[src/rtl/assert_macros.svh]
// Assertion macros for the RTL files; included by the top level.
`ifndef ASSERT_MACROS_SVH
`define ASSERT_MACROS_SVH

// Same-cycle implication, disabled during reset.
`define ASSERT_IMPLIES(label, clk, rst, ante, cons) \
  label: assert property (@(posedge clk) disable iff (rst) (ante) |-> (cons)) \
    else $error("assertion failed");

// Next-cycle implication, disabled during reset.
`define ASSERT_NEXT(label, clk, rst, ante, cons) \
  label: assert property (@(posedge clk) disable iff (rst) (ante) |=> (cons)) \
    else $error("assertion failed");

`endif

[src/rtl/itoa_pkg.sv]
// Shared constants, types and the digit lookup of the integer-to-text converter.
package itoa_pkg;

  localparam int VALUE_BITS = 32;
  localparam int CNT_W      = $clog2(VALUE_BITS);
  localparam int ND_W       = $clog2(VALUE_BITS + 1);

  localparam logic [4:0] RADIX_RESET  = 5'd10;
  localparam logic [4:0] RADIX_MIN    = 5'd2;
  localparam logic [4:0] RADIX_MAX    = 5'd16;
  localparam logic [4:0] RADIX_SIGNED = 5'd10;
  localparam logic [7:0] CHAR_MINUS   = 8'h2D;
  localparam logic [7:0] CHAR_ZERO    = 8'h30;
  localparam logic [7:0] CHAR_ALPHA   = 8'h37;

  typedef struct packed {
    logic       start;
    logic [4:0] radix;
  } itoa_div_ctrl_t;

  typedef struct packed {
    logic       done;
    logic       nonzero;
    logic [3:0] rem;
  } itoa_div_stat_t;

  function automatic logic [7:0] digit_char(input logic [3:0] d);
    logic [7:0] d8;
    d8 = {4'b0000, d};
    return (d < 4'd10) ? (CHAR_ZERO + d8) : (CHAR_ALPHA + d8);
  endfunction

endpackage

[src/rtl/itoa_divider.sv]
// Bit-serial restoring divider: divides the value by the radix, one quotient bit per cycle.
module itoa_divider (
  input  logic                                clk,
  input  logic                                rst,
  input  itoa_pkg::itoa_div_ctrl_t            ctrl,
  input  logic [itoa_pkg::VALUE_BITS-1:0]     dividend,
  output itoa_pkg::itoa_div_stat_t            stat,
  output logic [itoa_pkg::VALUE_BITS-1:0]     quotient
);

  logic                          busy;
  logic                          done;
  logic                          nz;
  logic [itoa_pkg::CNT_W-1:0]    cnt;
  logic [3:0]                    rem;
  logic [itoa_pkg::VALUE_BITS-1:0] q;
  logic [4:0]                    trial;
  logic [4:0]                    diff;
  logic                          qbit;

  always_comb begin
    trial = {rem, q[itoa_pkg::VALUE_BITS-1]};
    diff  = trial - ctrl.radix;
    qbit  = (trial >= ctrl.radix);
  end

  always_ff @(posedge clk) begin
    if (rst) begin
      busy <= 1'b0;
      done <= 1'b0;
    end else begin
      done <= 1'b0;
      if (ctrl.start) begin
        busy <= 1'b1;
        cnt  <= '0;
        q    <= dividend;
        rem  <= 4'd0;
        nz   <= 1'b0;
      end else if (busy) begin
        q   <= {q[itoa_pkg::VALUE_BITS-2:0], qbit};
        rem <= qbit ? diff[3:0] : trial[3:0];
        nz  <= nz | qbit;
        cnt <= cnt + 1'b1;
        if (cnt == itoa_pkg::CNT_W'(itoa_pkg::VALUE_BITS - 1)) begin
          busy <= 1'b0;
          done <= 1'b1;
        end
      end
    end
  end

  assign stat.done    = done;
  assign stat.nonzero = nz;
  assign stat.rem     = rem;
  assign quotient     = q;

endmodule

[src/rtl/integer_to_ascii_radix_top.sv]
// Top level of the integer-to-text converter: control, digit stack and output register.
//
//   channel | signals                      | direction
//   --------+------------------------------+----------
//   in      | in_valid, in_ready, value    | in
//   out     | out_valid, out_ready,        | out
//           | character, last              |
//   cfg     | cfg_we, cfg_data (radix)     | in
//
// Each digit comes from the bit-serial divider, after all 32 quotient bits and a hand-off.
// Digits are divided one by one, then sent at one character per cycle when not stalled.
// A new word is taken only when the previous one has been fully loaded into the output.
// Output stalls hold the current character; the divider waits for none.
// Reset sets the radix to ten and empties the digit stack.
`include "assert_macros.svh"

module integer_to_ascii_radix_top (
  input  logic                                  clk,
  input  logic                                  rst,
  input  logic                                  cfg_we,
  input  logic [4:0]                            cfg_data,
  input  logic                                  in_valid,
  output logic                                  in_ready,
  input  logic signed [itoa_pkg::VALUE_BITS-1:0] value,
  output logic                                  out_valid,
  input  logic                                  out_ready,
  output logic [7:0]                            character,
  output logic                                  last
);

  typedef enum logic [1:0] {S_IDLE, S_DIV, S_EMIT} state_t;

  state_t                          state;
  logic [4:0]                      radix;
  logic [4:0]                      eff_radix;
  logic                            neg;
  logic                            neg_next;
  logic [itoa_pkg::ND_W-1:0]       nd;
  logic [3:0]                      stack [itoa_pkg::VALUE_BITS];
  logic [itoa_pkg::VALUE_BITS-1:0] mag;
  logic [itoa_pkg::VALUE_BITS-1:0] quotient;
  logic [itoa_pkg::VALUE_BITS-1:0] dividend;
  itoa_pkg::itoa_div_ctrl_t        div_ctrl;
  itoa_pkg::itoa_div_stat_t        div_stat;
  logic                            in_acc;
  logic                            out_load;
  logic                            push;
  logic                            pop;

  always_ff @(posedge clk) begin
    if (rst) begin
      radix <= itoa_pkg::RADIX_RESET;
    end else if (cfg_we) begin
      radix <= cfg_data;
    end
  end

  always_comb begin
    priority if (radix < itoa_pkg::RADIX_MIN) begin
      eff_radix = itoa_pkg::RADIX_MIN;
    end else if (radix > itoa_pkg::RADIX_MAX) begin
      eff_radix = itoa_pkg::RADIX_MAX;
    end else begin
      eff_radix = radix;
    end
  end

  assign in_ready = (state == S_IDLE);
  assign in_acc   = in_valid && in_ready;
  assign neg_next = (eff_radix == itoa_pkg::RADIX_SIGNED) && value[itoa_pkg::VALUE_BITS-1];
  assign mag      = neg_next ? (~value + 1'b1) : value;
  assign dividend = (state == S_IDLE) ? mag : quotient;
  assign out_load = (state == S_EMIT) && (!out_valid || out_ready);
  assign push     = (state == S_DIV) && div_stat.done;
  assign pop      = out_load && !neg;

  assign div_ctrl.start = in_acc || (push && div_stat.nonzero);
  assign div_ctrl.radix = eff_radix;

  itoa_divider u_div (
    .clk      (clk),
    .rst      (rst),
    .ctrl     (div_ctrl),
    .dividend (dividend),
    .stat     (div_stat),
    .quotient (quotient)
  );

  always_ff @(posedge clk) begin
    if (push) begin
      stack[0] <= div_stat.rem;
      for (int i = 1; i < itoa_pkg::VALUE_BITS; i++) begin
        stack[i] <= stack[i-1];
      end
    end else if (pop) begin
      for (int i = 0; i < itoa_pkg::VALUE_BITS - 1; i++) begin
        stack[i] <= stack[i+1];
      end
    end
  end

  always_ff @(posedge clk) begin
    if (rst) begin
      state     <= S_IDLE;
      neg       <= 1'b0;
      nd        <= '0;
      out_valid <= 1'b0;
    end else begin
      if (out_load) begin
        out_valid <= 1'b1;
      end else if (out_ready) begin
        out_valid <= 1'b0;
      end
      unique case (state)
        S_IDLE: begin
          if (in_acc) begin
            neg   <= neg_next;
            state <= S_DIV;
          end
        end
        S_DIV: begin
          if (push) begin
            nd <= nd + 1'b1;
            if (!div_stat.nonzero) begin
              state <= S_EMIT;
            end
          end
        end
        S_EMIT: begin
          if (out_load) begin
            if (neg) begin
              character <= itoa_pkg::CHAR_MINUS;
              last      <= 1'b0;
              neg       <= 1'b0;
            end else begin
              character <= itoa_pkg::digit_char(stack[0]);
              last      <= (nd == itoa_pkg::ND_W'(1));
              nd        <= nd - 1'b1;
              if (nd == itoa_pkg::ND_W'(1)) begin
                state <= S_IDLE;
              end
            end
          end
        end
        default: begin
          state <= S_IDLE;
        end
      endcase
    end
  end

  `ASSERT_IMPLIES(a_idle_empty, clk, rst, state == S_IDLE, nd == '0)
  `ASSERT_IMPLIES(a_nd_bound, clk, rst, 1'b1, nd <= itoa_pkg::ND_W'(itoa_pkg::VALUE_BITS))
  `ASSERT_IMPLIES(a_done_in_div, clk, rst, div_stat.done, state == S_DIV)
  `ASSERT_NEXT(a_last_to_idle, clk, rst, out_load && !neg && nd == itoa_pkg::ND_W'(1),
               state == S_IDLE && out_valid && last)

endmodule
[config.mk]
export PLATFORM = sky130hd
export DESIGN_NAME = integer_to_ascii_radix_top
export DESIGN_NICKNAME = d
export VERILOG_FILES = /design/src/rtl/itoa_pkg.sv /design/src/rtl/itoa_divider.sv /design/src/rtl/integer_to_ascii_radix_top.sv
export VERILOG_INCLUDE_DIRS = /design/src /design/src/rtl
export SDC_FILE = /design/constraint.sdc
export NUM_CORES = 1
export LEC_CHECK = 0
export BUFFER_PORTS_ARGS = -buffer_cell sky130_fd_sc_hd__buf_4
export CAP_MARGIN = 5
export CORE_AREA = 2 2 134 136
export CTS_BUF_LIST = sky130_fd_sc_hd__clkbuf_8
export CTS_CLUSTER_DIAMETER = 60
export CTS_CLUSTER_SIZE = 20
export DETAILED_ROUTE_END_ITERATION = 8
export DIE_AREA = 0 0 136 138
export PLACE_DENSITY = 0.86
export SYNTH_ARGS = -nofsm -noshare
export SYNTH_HDL_FRONTEND = slang
export SYNTH_HIERARCHICAL = 1
export SYNTH_SLANG_ARGS = --single-unit
[constraint.sdc]
create_clock -name clk -period 4.2 [get_ports clk]
set_clock_uncertainty 0.1 [all_clocks]
set_input_delay 0.21 -clock clk [delete_from_list [all_inputs] [get_ports clk]]
set_output_delay 0.21 -clock clk [all_outputs]
set_load 0.02 [all_outputs]
---- Word level (Yosys, flattened, before mapping) ----
Memory sizes are Yosys's and may differ from the RTL's.
Index checks and enable logic that the tools add are counted.
W data, S select, Z words.
cells by class
  shifts and indexed selects .............. 0
  reductions and logical operators ........ 22
  equality and inequality tests ........... 12
  magnitude comparators ................... 4
  mux-type cells .......................... 67
  add/subtract/negate cells ............... 7
  bitwise gates (word level) .............. 35
  div/mod/pow operators ................... 0
  multiply operators ...................... 0
operator list
  cell                     count
  $mux W4                  33
  $mux W32                 4
  $add A32 B1 Y32 const B  1
  $not A32 Y32             1
  $or A1 B1 Y1             32
  $mux W6                  3
  $mux W5                  3
  $add A6 B4 Y7 const A    2
  $mux W1                  14
  $mux W2                  6
  $pmux W6 S2              1
  $ne A2 B2 Y1 const B     5
  $reduce_and A3 Y1        3
  $reduce_bool A2 Y1       4
  $mux W7                  1
  $add A6 B1 Y6 const B    1
  $eq A6 B1 Y1 const B     1
  $logic_and A1 B1 Y1      6
  $pmux W2 S3              1
  $reduce_and A6 Y1        1
  $sub A6 B1 Y6 const B    1
  $add A5 B1 Y5 const B    1
  $eq A5 B4 Y1 const B     1
  $eq A5 B5 Y1 const B     1
  16 further kinds         20
storage, ports and cells
  input bits .............................. 42
  bits in read-only memories .............. 0
  word-level logic and storage cells ...... 161
  bits in latches ......................... 0
  RAM bits ................................ 128
  memories ................................ 1
  output and inout bits ................... 11
  register bits ........................... 68
memories
  name   words  width  read ports  clocked after Yosys merged registers in  wr ports  line                              text
  stack  32     4      32          0                                        32        integer_to_ascii_radix_top.sv:39  logic [3:0] stack [itoa_pkg::VALUE_BITS];

---- Logic depth before layout (Yosys ltp) ----
  depth in word-level cells ............... 8
  depth in mapped cells ................... 11
  gate-level depth less buffers ........... 9

---- Modules after synthesis ----
Netlist, hierarchy kept.
by module, submodules not included
  module                      area an instance (um^2)  times used  cells an instance  sequential area each (um^2)
  integer_to_ascii_radix_top  7626.1                   1           700                4384.2
  itoa_divider                2083.2                   1           139                1301.2

---- Worst setup path before layout ----
OpenSTA, ideal clock, no wires.
  kind .................................... register to register
  start point ............................. register state[1]
  end point ............................... register u_div/cnt[0] (netlist bit) (enable)
  arrival time ............................ 3.685 ns
  period minus slack after synthesis ...... 4.227 ns
  setup slack ............................. -0.027 ns
  data required time ...................... 3.658 ns
  setup time .............................. 0.442 ns
  buffers on the path ..................... 4
  stages on the path, launching flop included .. 11
  cell sequence ........................... dfxtp_1 or2_2 clkbuf_1 inv_1 clkbuf_1 nand2_1 nand2_1 buf_2 buf_2 nor2_1 nor2_1
RTL lines
  what                    line                               text
  start, declared         integer_to_ascii_radix_top.sv:33   state_t state;
  start signal, assigned  integer_to_ascii_radix_top.sv:104  state <= S_IDLE;
  start signal, assigned  integer_to_ascii_radix_top.sv:118  state <= S_DIV;
  start signal, assigned  integer_to_ascii_radix_top.sv:125  state <= S_EMIT;
  end signal, assigned    itoa_divider.sv:43                 cnt <= cnt + 1'b1;
  end, declared           itoa_divider.sv:14                 logic [itoa_pkg::CNT_W-1:0] cnt;

---- Worst setup path after layout ----
  start point ............................. register radix[4]
  end point ............................... register u_div.q (netlist bit u_div/quotient[18]), data pin
between the ends
  cells in the longest elaborated chain, start to end .. 8
  elaborated cells between the ends (all ways) .. 9
  those cells by class .................... order compare (2); eq/ne (1); mux (5); reduce/logical (1)
ends and longest elaborated chain
  what                     line                              text
  start, declared          integer_to_ascii_radix_top.sv:34  logic [4:0] radix;
  start signal, assigned   integer_to_ascii_radix_top.sv:52  radix <= itoa_pkg::RADIX_RESET;
  start signal, assigned   integer_to_ascii_radix_top.sv:54  radix <= cfg_data;
  $gt A5 B5 Y1             integer_to_ascii_radix_top.sv:61  end else if (radix > itoa_pkg::RADIX_MAX) begin
  $mux W5                  integer_to_ascii_radix_top.sv:61
  $mux W5 (*)              integer_to_ascii_radix_top.sv:59  priority if (radix < itoa_pkg::RADIX_MIN) begin
  $eq A5 B4 Y1 (*)         integer_to_ascii_radix_top.sv:70  assign neg_next = (eff_radix == itoa_pkg::RADIX_SIGNED) && value[itoa_pkg::VALUE_BITS-1];
  $logic_and A1 B1 Y1 (*)  integer_to_ascii_radix_top.sv:70
  $mux W32 (*)             integer_to_ascii_radix_top.sv:71  assign mag = neg_next ? (~value + 1'b1) : value;
  $mux W32 (*)             integer_to_ascii_radix_top.sv:72  assign dividend = (state == S_IDLE) ? mag : quotient;
  via dividend (one bit)   integer_to_ascii_radix_top.sv:42  logic [itoa_pkg::VALUE_BITS-1:0] dividend;
  $mux W32 (*)             itoa_divider.sv:33                if (ctrl.start) begin
  end signal, assigned     itoa_divider.sv:36                q <= dividend;
  end signal, assigned     itoa_divider.sv:40                q <= {q[itoa_pkg::VALUE_BITS-2:0], qbit};
  end, declared            itoa_divider.sv:16                logic [itoa_pkg::VALUE_BITS-1:0] q;
Mark *: on every way through the listed nets, which the timed path passes. The rest lies on a longest branch. The select of a mux whose other input is x is not followed.
A chain may end at the register's enable or synchronous reset.

==> impl_metrics.json <==
{
  "status": "finished, final reports clean",
  "synthArstFlopShare": 0,
  "finalNetCount": 942,
  "chipWidth_um": 136,
  "hold_class": "in2reg",
  "path_cells": "nor3b_1, nand4b_1, a41oi_1, xnor2_1, o21ai_0, mux2_2",
  "clock_path_buffers": 2,
  "sw_frac_of_total": 0.238,
  "hpwl_um": 11200,
  "hold_ws_ns": 0.143,
  "crit_path_end_kind": "flip-flop",
  "drv_cap": 0,
  "cts_resized": 0,
  "rsz0062_at_grt": "no",
  "n_antenna_cell": 0,
  "min_period_over_period": 0.736,
  "yosysSeqAreaShare": 0.586,
  "clk-insertion-delay-late_ns": 0.47,
  "htreeDepth": 4,
  "clkPwrFrac": 0.331,
  "grt_pass1_wl_um": 28700,
  "p_per_area_mw_per_mm2": 348,
  "drc": 0,
  "gr-usage-all-layers": 0.193,
  "grt_antenna_before_repair": 0,
  "synthesis.nets": 894,
  "ys.flop_type": "edfxtp_1",
  "vias_per_cell": 5.54,
  "gp_congestion": 0.845,
  "fp.dieH_um": 138,
  "yosys_warnings": 6,
  "combPwrFrac": 0.090,
  "routedWlPerCell_um": 15.4,
  "clkTransAtPathRegs_ns": 0.10,
  "cts_root_buf": "clkbuf_8",
  "cts.sinks": 195,
  "syn_area_mm2": 0.00971,
  "final.setup.worst_slack_ns": 1.11,
  "start_util": 0.554,
  "cts_buffers": 17,
  "peakVddDrop_v": 0.000233,
  "nFillCells": 1391,
  "tightestPinTransition_ns": 1.09,
  "finalSetupViolations": 0,
  "dieArea_mm2": 0.0188,
  "grt_pass1_vias": 5956,
  "path_max_fanout": 27,
  "cp.arrival_ns": 3.23,
  "postSynthCellCount": 839,
  "path_buf_inv": 0,
  "drt_iter0_drc": 467,
  "intPower_mw": 2.87,
  "syn_avg_cell_area_um2": 11.6,
  "vias": 6251,
  "io_buffers": 51,
  "synth-seq-cells": 195,
  "slew_headroom": 0.272,
  "dp_cells": 1080,
  "p_total_mw": 3.76,
  "critPathTopFamily": "simple AND/OR/NAND/NOR gates",
  "crit_type": "reg2reg",
  "cp_slowest_stage_delay_ns": 0.91,
  "dr.pass1.iters": 5,
  "fin_crit_ns": 3.09,
  "synth_top_area_cell": "edfxtp_1",
  "postCtsHoldBufs": 17,
  "synthTopCellsByArea": "edfxtp_1, mux2_2, nand2_1",
  "fin_cells": 1129,
  "slowest_stage": "nand4b_1",
  "grt_max_degree": 76,
  "place_ws_ns": 1.15,
  "worstPathRequired_ns": 4.34,
  "setup-tns-final_ns": 0,
  "row_count": 49,
  "wirelength_um": 17400,
  "yosysUniqueCellTypes": 56,
  "synth_top_cell_area_share": 0.551,
  "drtAntennaViolNets": 0,
  "report.final.hold_viol_count": 0,
  "fmax_ghz": 0.324,
  "areaGrowthSynthToFinish_pct": 11.5,
  "synth_edf_count": 178,
  "power.net_switching_mw": 0.897,
  "drive_gt1_frac": 0.236,
  "cts_setup_buffers": 0,
  "core-area_mm2": 0.0175,
  "p_leak_nw": 3.96,
  "slew_viol_final": 0,
  "power.share.sequential": 0.579,
  "rrSetupSlack_ns": 1.11,
  "overflow": 0,
  "cts_tree": "built",
  "ios": 53,
  "startpoint_type": "flip-flop"
}
## per-layer routing
layer | global-route usage | vias up | part of all wire
met2 | 0.315 | 100 | 0.49
met3 | 0.0381 | 22 | 0.034
met4 | 0.0630 | 0 | 0.014
met1 | 0.261 | 3042 | 0.46
met5 | 0 | - | 0
li1 | - | 3087 | -
## final timing paths
path,startpoint,to,cells past startpoint
setup / recovery,radix[4],u_div/quotient[18],6
hold / removal,value[16],u_div/quotient[16],4
setup reg to reg,radix[4],u_div/quotient[18],6
hold reg to reg,stack[0][123],stack[0][127],0
## cells in the final DEF, fill, tap and decap left out, types with 7 or more instances in the layout
master         netlist  final
or3_1                7      7
xnor2_1             23     23
nor2b_1              9      9
buf_4                3     60
dlygate4sd3_1        0     17
dfxtp_1             17     17
inv_1               22     21
xor2_1               8      8
clkbuf_8             0     17
mux2_2             105    105
a21oi_1             18     18
a31oi_1             11     11
o21ai_0             29     29
nor3_1              11     10
nor2_1              44     43
edfxtp_1           178    178
ha_1                12     12
nand2_1            207    207
## synth_stat cells, types with 4 or more instances
cell type  number
o211ai_1        4
xnor2_1        23
edfxtp_1      178
nor2_1         44
buf_2          16
nor2b_1         9
a21oi_1        18
nor3_1         11
mux2_2        105
dfxtp_1        17
a21o_1          4
nor4_1          6
inv_1          22
or3_1           7
or4_1           5
nand4_1         6
a41oi_1         4
clkbuf_1       26
o21ai_0        29
mux2i_1         6
and3_1          4
a31oi_1        11
xor2_1          8
nand2_1       207
nand3_1         6
ha_1           12
nand2b_1        6
## metrics by stage
step                utilization  cell area, um^2
floorplan                     -             9710
global placement          0.585            10200
detailed placement        0.585            10200
CTS                       0.617            10800
global route              0.617            10800
finish                    0.617            10800
## registers in the layout (all words and copies together) (netlist names), 2 cells and up
| register | count |
|---|---|
| character | 7 |
| nd | 6 |
| radix | 5 |
| stack | 128 |
| state | 2 |
| u_div/cnt | 5 |
| u_div/quotient | 32 |
| u_div/rem | 4 |
## area by class of cell
cell class              count  area [um^2]  share of cell area
clock buffers              17          234              0.0216
clock inverters            15          173              0.0159
inverters                  23         88.8             0.00821
multi-input cells         573         3740               0.345
flip-flops and latches    195         5690               0.525
well taps                 229          287              0.0265
repair buffers             77          621              0.0573
## tightest hold or removal path, cell delays in order
cell,delay (ns)
buf_4,0.10
xnor2_1,0.06
o21ai_0,0.12
mux2_2,0.14
## cell families after synthesis
group | Yosys count | synth area share
and+or+nand+nor | 331 | 0.153
DFF | 195 | 0.586
muxes | 113 | 0.131
AOI/OAI and AO/OA | 84 | 0.0535
buffers and inverters | 71 | 0.0307
xor gates and xnor gates | 31 | 0.0280
adders and majority gates | 13 | 0.0175
other | 1 | 0.000386
## power groups by stage
stage | combinational (mW) | clock [mW] | sequential [mW]
after detailed placement | 0.324 | 0 | 2.22
final | 0.339 | 1.25 | 2.18
after floorplan | 0.236 | 0 | 2.21
after global routing | 0.376 | 1.34 | 2.18
after global placement | 0.310 | 0 | 2.22
after CTS | 0.339 | 1.27 | 2.18
Power figures use the tool's default switching activity.
